### config.mk
export PLATFORM = sky130hd
export DESIGN_NAME = signed_int_mul_div_rem
export DESIGN_NICKNAME = d
export VERILOG_FILES = /design/src/rtl/smdr_pkg.sv /design/src/rtl/smdr_front.sv /design/src/rtl/smdr_queue.sv /design/src/rtl/smdr_back.sv /design/src/rtl/signed_int_mul_div_rem.sv
export SDC_FILE = /design/constraint.sdc
export NUM_CORES = 2
export LEC_CHECK = 0
export ABC_AREA = 1
export ABC_CLOCK_PERIOD_IN_PS = 10820
export BUFFER_PORTS_ARGS = -buffer_cell sky130_fd_sc_hd__buf_2
export CAP_MARGIN = 20
export CORE_UTILIZATION = 50
export CTS_BUF_LIST = sky130_fd_sc_hd__clkbuf_8
export CTS_CLUSTER_DIAMETER = 100
export CTS_CLUSTER_SIZE = 8
export DETAILED_ROUTE_END_ITERATION = 16
export GPL_TIMING_DRIVEN = 0
export PLACE_DENSITY = 0.66
export SLEW_MARGIN = 5
export SYNTH_ARGS = -nofsm -noshare
export SYNTH_HDL_FRONTEND = slang
export SYNTH_HIERARCHICAL = 1
export SYNTH_SLANG_ARGS = --single-unit
### constraint.sdc
create_clock -name clk -period 10.82 [get_ports clk]
set_input_delay 0.541 -clock clk [delete_from_list [all_inputs] [get_ports clk]]
set_output_delay 0.541 -clock clk [all_outputs]
set_load 0.01 [all_outputs]
### src/rtl/smdr_pkg.sv
// Package for the signed multiply/divide/remainder unit.
// Holds the operation codes, the queued operation record and the sequencer states.
package smdr_pkg;

  localparam int unsigned DataW  = 64;
  localparam int unsigned HalfW  = 32;
  localparam int unsigned QDepth = 4;
  localparam int unsigned QPtrW  = 2;
  localparam int unsigned CntW   = 6;

  typedef enum logic [1:0] {
    MODE_MUL = 2'd0,
    MODE_DIV = 2'd1,
    MODE_REM = 2'd2,
    MODE_NOP = 2'd3
  } mode_t;

  // Classified operation: zero-result cases are settled in the front.
  typedef enum logic [1:0] {
    OP_MUL  = 2'd0,
    OP_DIV  = 2'd1,
    OP_REM  = 2'd2,
    OP_ZERO = 2'd3
  } kind_t;

  typedef struct packed {
    kind_t            kind;
    logic             wide;
    logic             dbz;
    logic [DataW-1:0] a;
    logic [DataW-1:0] b;
  } op_t;

  typedef enum logic [1:0] {
    ST_IDLE = 2'd0,
    ST_MUL  = 2'd1,
    ST_DIV  = 2'd2,
    ST_FIN  = 2'd3
  } state_t;

endpackage

### src/rtl/smdr_front.sv
// Front stage: registers incoming words, sign-extends 32-bit operands and classifies.
// Depends on smdr_pkg.
module smdr_front (
  input  logic                     clk,
  input  logic                     rst_n,
  input  logic                     in_valid,
  output logic                     in_ready,
  input  logic [1:0]               in_mode,
  input  logic                     in_wide,
  input  logic [63:0]              in_operand_a,
  input  logic [63:0]              in_operand_b,
  output logic                     op_valid,
  input  logic                     op_ready,
  output smdr_pkg::op_t            op
);
  import smdr_pkg::*;

  logic             valid_r;
  op_t              op_r;
  op_t              op_nxt;
  logic [DataW-1:0] a_ext;
  logic [DataW-1:0] b_ext;
  mode_t            mode;

  assign in_ready = !valid_r || op_ready;
  assign op_valid = valid_r;
  assign op       = op_r;
  assign mode     = mode_t'(in_mode);

  always_comb begin
    a_ext = in_wide ? in_operand_a : {{HalfW{in_operand_a[HalfW-1]}}, in_operand_a[HalfW-1:0]};
    b_ext = in_wide ? in_operand_b : {{HalfW{in_operand_b[HalfW-1]}}, in_operand_b[HalfW-1:0]};
    op_nxt.wide = in_wide;
    op_nxt.a    = a_ext;
    op_nxt.b    = b_ext;
    op_nxt.dbz  = 1'b0;
    unique case (mode)
      MODE_MUL: op_nxt.kind = OP_MUL;
      MODE_DIV, MODE_REM: begin
        if (b_ext == '0) begin
          op_nxt.kind = OP_ZERO;
          op_nxt.dbz  = 1'b1;
        end else begin
          op_nxt.kind = (mode == MODE_DIV) ? OP_DIV : OP_REM;
        end
      end
      default: op_nxt.kind = OP_ZERO;
    endcase
  end

  always_ff @(posedge clk) begin
    if (!rst_n) begin
      valid_r <= 1'b0;
    end else if (in_ready) begin
      valid_r <= in_valid;
    end
    if (in_valid && in_ready) begin
      op_r <= op_nxt;
    end
  end

endmodule

### src/rtl/smdr_queue.sv
// Short queue of classified operations between the front and the back.
// Depends on smdr_pkg.
module smdr_queue (
  input  logic          clk,
  input  logic          rst_n,
  input  logic          push_valid,
  output logic          push_ready,
  input  smdr_pkg::op_t push_op,
  output logic          pop_valid,
  input  logic          pop_ready,
  output smdr_pkg::op_t pop_op
);
  import smdr_pkg::*;

  op_t              mem [QDepth];
  logic [QPtrW-1:0] wptr_r;
  logic [QPtrW-1:0] rptr_r;
  logic [QPtrW:0]   cnt_r;
  logic             push;
  logic             pop;

  assign push_ready = (cnt_r != (QPtrW+1)'(QDepth));
  assign pop_valid  = (cnt_r != '0);
  assign pop_op     = mem[rptr_r];
  assign push       = push_valid && push_ready;
  assign pop        = pop_valid && pop_ready;

  always_ff @(posedge clk) begin
    if (!rst_n) begin
      wptr_r <= '0;
      rptr_r <= '0;
      cnt_r  <= '0;
    end else begin
      if (push) wptr_r <= wptr_r + 1'b1;
      if (pop)  rptr_r <= rptr_r + 1'b1;
      if (push && !pop) cnt_r <= cnt_r + 1'b1;
      else if (pop && !push) cnt_r <= cnt_r - 1'b1;
    end
    if (push) mem[wptr_r] <= push_op;
  end

endmodule

### src/rtl/smdr_back.sv
// Back end: sequencer that multiplies over three 32x32 partial products or
// divides one quotient bit per cycle, then holds the result word. Depends on smdr_pkg.
module smdr_back (
  input  logic          clk,
  input  logic          rst_n,
  input  logic          op_valid,
  output logic          op_ready,
  input  smdr_pkg::op_t op,
  output logic          out_valid,
  input  logic          out_ready,
  output logic [63:0]   out_result,
  output logic          out_divide_by_zero
);
  import smdr_pkg::*;

  state_t           state_r, state_nxt;
  kind_t            kind_r;
  logic             wide_r, dbz_r, neg_q_r, neg_r_r;
  logic [DataW-1:0] a_r, b_r, acc_r, quo_r, rem_r;
  logic [CntW-1:0]  cnt_r;
  logic             out_valid_r;
  logic [DataW-1:0] out_result_r;
  logic             out_dbz_r;

  logic [HalfW-1:0]   mx, my;
  logic [DataW-1:0]   prod;
  logic [DataW:0]     trial;
  logic [DataW-1:0]   fin;
  logic [DataW-1:0]   fin_ext;
  logic               out_free;
  logic [DataW-1:0]   ma, mb;

  assign op_ready           = (state_r == ST_IDLE);
  assign out_valid          = out_valid_r;
  assign out_result         = out_result_r;
  assign out_divide_by_zero = out_dbz_r;
  assign out_free           = !out_valid_r || out_ready;

  assign ma = op.a[DataW-1] ? (~op.a + 1'b1) : op.a;
  assign mb = op.b[DataW-1] ? (~op.b + 1'b1) : op.b;

  // One shared multiplier: low*low, low*high, high*low.
  always_comb begin
    unique case (cnt_r[1:0])
      2'd0:    begin mx = a_r[HalfW-1:0];     my = b_r[HalfW-1:0];     end
      2'd1:    begin mx = a_r[HalfW-1:0];     my = b_r[DataW-1:HalfW]; end
      default: begin mx = a_r[DataW-1:HalfW]; my = b_r[HalfW-1:0];     end
    endcase
    prod  = DataW'(mx) * DataW'(my);
    trial = {rem_r, quo_r[DataW-1]} - {1'b0, b_r};
  end

  always_comb begin
    unique case (kind_r)
      OP_MUL:  fin = acc_r;
      OP_DIV:  fin = neg_q_r ? (~quo_r + 1'b1) : quo_r;
      OP_REM:  fin = neg_r_r ? (~rem_r + 1'b1) : rem_r;
      default: fin = '0;
    endcase
    fin_ext = wide_r ? fin : {{HalfW{fin[HalfW-1]}}, fin[HalfW-1:0]};
  end

  always_comb begin
    state_nxt = state_r;
    unique case (state_r)
      ST_IDLE: begin
        if (op_valid) begin
          unique case (op.kind)
            OP_MUL:         state_nxt = ST_MUL;
            OP_DIV, OP_REM: state_nxt = ST_DIV;
            default:        state_nxt = ST_FIN;
          endcase
        end
      end
      ST_MUL:  if (cnt_r == CntW'(2)) state_nxt = ST_FIN;
      ST_DIV:  if (cnt_r == CntW'(DataW - 1)) state_nxt = ST_FIN;
      default: if (out_free) state_nxt = ST_IDLE;
    endcase
  end

  always_ff @(posedge clk) begin
    if (!rst_n) begin
      state_r     <= ST_IDLE;
      out_valid_r <= 1'b0;
    end else begin
      state_r <= state_nxt;
      if (state_r == ST_FIN && out_free) out_valid_r <= 1'b1;
      else if (out_ready) out_valid_r <= 1'b0;
    end

    unique case (state_r)
      ST_IDLE: begin
        if (op_valid) begin
          kind_r  <= op.kind;
          wide_r  <= op.wide;
          dbz_r   <= op.dbz;
          neg_q_r <= op.a[DataW-1] ^ op.b[DataW-1];
          neg_r_r <= op.a[DataW-1];
          cnt_r   <= '0;
          acc_r   <= '0;
          rem_r   <= '0;
          if (op.kind == OP_MUL) begin
            a_r <= op.a;
            b_r <= op.b;
          end else begin
            quo_r <= ma;
            b_r   <= mb;
          end
        end
      end
      ST_MUL: begin
        cnt_r <= cnt_r + 1'b1;
        if (cnt_r == '0) acc_r <= prod;
        else acc_r <= acc_r + {prod[HalfW-1:0], {HalfW{1'b0}}};
      end
      ST_DIV: begin
        cnt_r <= cnt_r + 1'b1;
        if (!trial[DataW]) begin
          rem_r <= trial[DataW-1:0];
          quo_r <= {quo_r[DataW-2:0], 1'b1};
        end else begin
          rem_r <= {rem_r[DataW-2:0], quo_r[DataW-1]};
          quo_r <= {quo_r[DataW-2:0], 1'b0};
        end
      end
      default: begin
        if (out_free) begin
          out_result_r <= fin_ext;
          out_dbz_r    <= dbz_r;
        end
      end
    endcase
  end

endmodule

### src/rtl/signed_int_mul_div_rem.sv
// Top level of the signed multiply/divide/remainder unit.
// Depends on smdr_pkg, smdr_front, smdr_queue and smdr_back.
//
// Input channel (in_valid/in_ready): mode (0 multiply, 1 divide, 2 remainder),
// wide (0: 32-bit, 1: 64-bit) and two signed operands. Output channel
// (out_valid/out_ready): one result word per input word, in order, with
// divide_by_zero set when a divide or remainder saw a zero divisor (result 0).
// In 32-bit mode operands use their low halves and the result is sign-extended.
//
// The front registers and classifies each word and pushes it into a
// four-entry queue, so it keeps taking a word per cycle until the queue fills.
// The back sequencer runs one word at a time and takes no new word until it
// is through with the last: it loads the word, then multiply sums the low*low,
// low*high and high*low partial products on a shared 32x32 multiplier, divide
// and remainder run a 64-bit subtract for each quotient bit, and zero divisor
// and unused mode go straight to the finish step, which registers the result.
// When the receiver stalls, the output word holds and the back waits in its
// finish step; the queue and front then fill and in_ready drops.
// Reset (rst_n low, synchronous) empties the front, the queue and the output.
module signed_int_mul_div_rem (
  input  logic        clk,
  input  logic        rst_n,
  input  logic        in_valid,
  output logic        in_ready,
  input  logic [1:0]  in_mode,
  input  logic        in_wide,
  input  logic [63:0] in_operand_a,
  input  logic [63:0] in_operand_b,
  output logic        out_valid,
  input  logic        out_ready,
  output logic [63:0] out_result,
  output logic        out_divide_by_zero
);
  import smdr_pkg::*;

  // Front to queue, queue to back.
  logic fq_valid, fq_ready, qb_valid, qb_ready;
  op_t  fq_op, qb_op;

  smdr_front u_front (
    .clk          (clk),
    .rst_n        (rst_n),
    .in_valid     (in_valid),
    .in_ready     (in_ready),
    .in_mode      (in_mode),
    .in_wide      (in_wide),
    .in_operand_a (in_operand_a),
    .in_operand_b (in_operand_b),
    .op_valid     (fq_valid),
    .op_ready     (fq_ready),
    .op           (fq_op)
  );

  smdr_queue u_queue (
    .clk        (clk),
    .rst_n      (rst_n),
    .push_valid (fq_valid),
    .push_ready (fq_ready),
    .push_op    (fq_op),
    .pop_valid  (qb_valid),
    .pop_ready  (qb_ready),
    .pop_op     (qb_op)
  );

  smdr_back u_back (
    .clk                (clk),
    .rst_n              (rst_n),
    .op_valid           (qb_valid),
    .op_ready           (qb_ready),
    .op                 (qb_op),
    .out_valid          (out_valid),
    .out_ready          (out_ready),
    .out_result         (out_result),
    .out_divide_by_zero (out_divide_by_zero)
  );

endmodule
==> metrics.txt <==
Post-layout nets=12,588; ys flop type=edfxtp_1; status=finished clean; routed vias/inst=5.79; synth cell count leaders=nand2_1, inv_1, nor2_1, edfxtp_1, fa_1; 1st-pass router iterations=8; Relative slew margins=11.4%; initial core utilization=50.5%; Crit Path Class=reg2reg; CP max stage cell=clkbuf_1; crit end category=flop; Port Buffers=201; syn avg cell area=8.53 µm²; Ys Warns=6; worst hold path type=in2reg; EDFF count, synth=1,057; top-count cell post-synth=nand2_1; Tcrit/Tclk final=97.9%; Netlist cell types=52; post-synthesis register bit count=1,070; Hold Crit Depth=4; met2 Track Usage GR=60.9%; Synth async-reset ratio=0%; area leader, netlist=edfxtp_1; critical-path maximum fanout=10; initial antenna violation count=14; CP top delay family=adder cells; Mapped Area=90,600 µm²; critical path depth=37; Die W=428 µm; worst skew pair latency=0.93 ns; FILL cells=16,429; Tot GR Track Use=40.1%; maximum number of pins on one net before global-route repair=71; total CTS buffers=153; CTS sink cnt=1,070; Clock Pin Slew Worst Setup and Hold Paths=0.07 ns; Mapped Nets=12,033; maxcap violations=0; Worst Path Arrival=11.19 ns; met1 Use GR=53.7%; final-report max-slew violation count=0; clk_skew=0.0758 ns; drt total wl=366,000 µm; Critical Path RT=11.42 ns; vias in the first global route=76,817; DR iter-0 viols=9,191; startpoint class of the critical path=flop; core area=179,000 µm²; cells on worst reg2reg path=37; post-route ant nets=0; Worst Tran Pin Value=1.33 ns; vias=78,653; final core occ=56.0%; CTS tree=yes; register area share after synthesis=35.3%; DPL Wire Length=305,000 µm; max incr delay on CP=0.67 ns; top cell type's share of synthesized area=35.0%; Layout area overhead=10.9%; CTS Buffer Depth=3; crit path buf inv count=10; die area=183,000 µm²; drt drc=0; FP Rows=155; FMAX=94.4 MHz; top post-synthesis cells by area=edfxtp_1, fa_1, nand2_1, inv_1, nor2_1; final hold violation count=0; Top cell by count, worst path=fa_1; Post-Synthesis Cells=10,618; Die Y=428 µm; first-pass GRT wire length=523,000 µm; gr busiest metal=met2; Clk Tree Root Cell=clkbuf_8; minimum clock period=10.59 ns; final setup fails=0; total I/O pin count=202; met3 usage=8.28%; GRT overflow=0; H-tree Lvls=4; gp weighted congestion=1.06; Avg WL per Cell=26.9 µm; share of layout cells above drive strength 1=7.06%
tightest hold or removal path, cell delays in order:
cell	delay, ns
buf_2	0.08
nor2_1	0.14
nor2_1	0.13
nor2_1	0.11
timing repair:
item	CTS	global route
resized for setup	106	139
endpoints found under the setup margin	14	15
hold endpoints to repair	136	0
cloned	0	0
hold buffers	131	0
buffers inserted	3	4
cells by family (layout without fill, tap and decap cells):
logic type / count (synthesis) / count (layout) / share of synthesized area (%)
compound gates: 1346 / 1346 / 8.08
xor+xnor: 173 / 173 / 1.67
fa+ha+maj: 1280 / 1280 / 25.1
buf+inv: 2163 / 2761 / 9.24
flops: 1070 / 1070 / 35.3
other cells: 0 / 10 / 0
simple gates: 4586 / 4586 / 20.5
sequential cells by signal, summed over array words and instances, names as in the netlist, named ones only:
register                   cells
u_back/dbz_r                   1
u_back/out_valid               1
u_front/op_valid               1
u_back/rem_r                  64
u_back/cnt_r                   6
u_back/state_r                 2
u_back/out_result             64
u_back/b_r                    64
u_back/a_r                    64
u_back/neg_r_r                 1
u_queue/rptr_r                 2
u_front/op                   132
u_back/out_divide_by_zero      1
u_queue/cnt_r                  3
u_back/neg_q_r                 1
u_back/kind_r                  2
u_back/wide_r                  1
u_queue/wptr_r                 2
u_back/quo_r                  64
u_back/acc_r                  64
u_queue/mem                  528
layout by cell type (no fill, tap or decap), types with 153 or more instances in the layout:
cell type | Yosys | layout
nand3_1 | 474 | 472
o21ai_0 | 508 | 479
edfxtp_1 | 1057 | 1057
buf_2 | 50 | 254
ha_1 | 381 | 377
inv_1 | 1741 | 1757
clkbuf_8 | 0 | 153
nand2_1 | 2304 | 2302
fa_1 | 899 | 899
clkbuf_1 | 276 | 203
o21ai_1 | 162 | 157
a21oi_1 | 392 | 389
nor2_1 | 1483 | 1474
layer usage:
metal	wire, µm	vias to the layer above
met3	36600	790
met1	145000	38704
li1	-	34925
met4	23900	6
met2	160000	4228
met5	34	-
worst paths after layout:
check                                     start  slack (ns)                        end
worst max-delay path            u_back/cnt_r[1]        0.23           u_back/acc_r[60]
worst min-delay path                  out_ready        0.22           u_back/out_valid
worst max register to register  u_back/cnt_r[1]        0.23           u_back/acc_r[60]
worst min register to register     u_back/dbz_r        0.43  u_back/out_divide_by_zero
stage by stage:
| step | hold WS, ns | area (µm²) | std cells | setup slack (ns) | TNS [ns] |
|---|---|---|---|---|---|
| after detailed placement | 0.420 | 95900 | 13244 | -1.03 | -8.05 |
| after global routing | 0.220 | 100000 | 13573 | -0.0157 | -0.0157 |
| after CTS | 0.111 | 100000 | 13567 | 0.00306 | 0 |
| after floorplan | 0.400 | 90600 | 10618 | 2.08 | 0 |
| final | 0.221 | 100000 | 13581 | 0.230 | 0 |
| after global placement | 0.410 | 94500 | 13174 | -1.70 | -225.81 |
area by class of cell:
class / count / area (µm²) / share of cell area (%)
multi-input cells: 7385 / 50700 / 50.5
flip-flops and latches: 1070 / 32000 / 31.9
inverters: 1783 / 6790 / 6.77
repair buffers: 411 / 3600 / 3.59
well taps: 2355 / 2950 / 2.93
clock buffers: 153 / 2110 / 2.10
plain buffers: 369 / 1790 / 1.78
clock inverters: 45 / 448 / 0.446
diodes: 10 / 25.0 / 0.0249
Power is not shown: default switching activity piles up to over one toggle a cycle in this logic, so the estimate is an artifact.
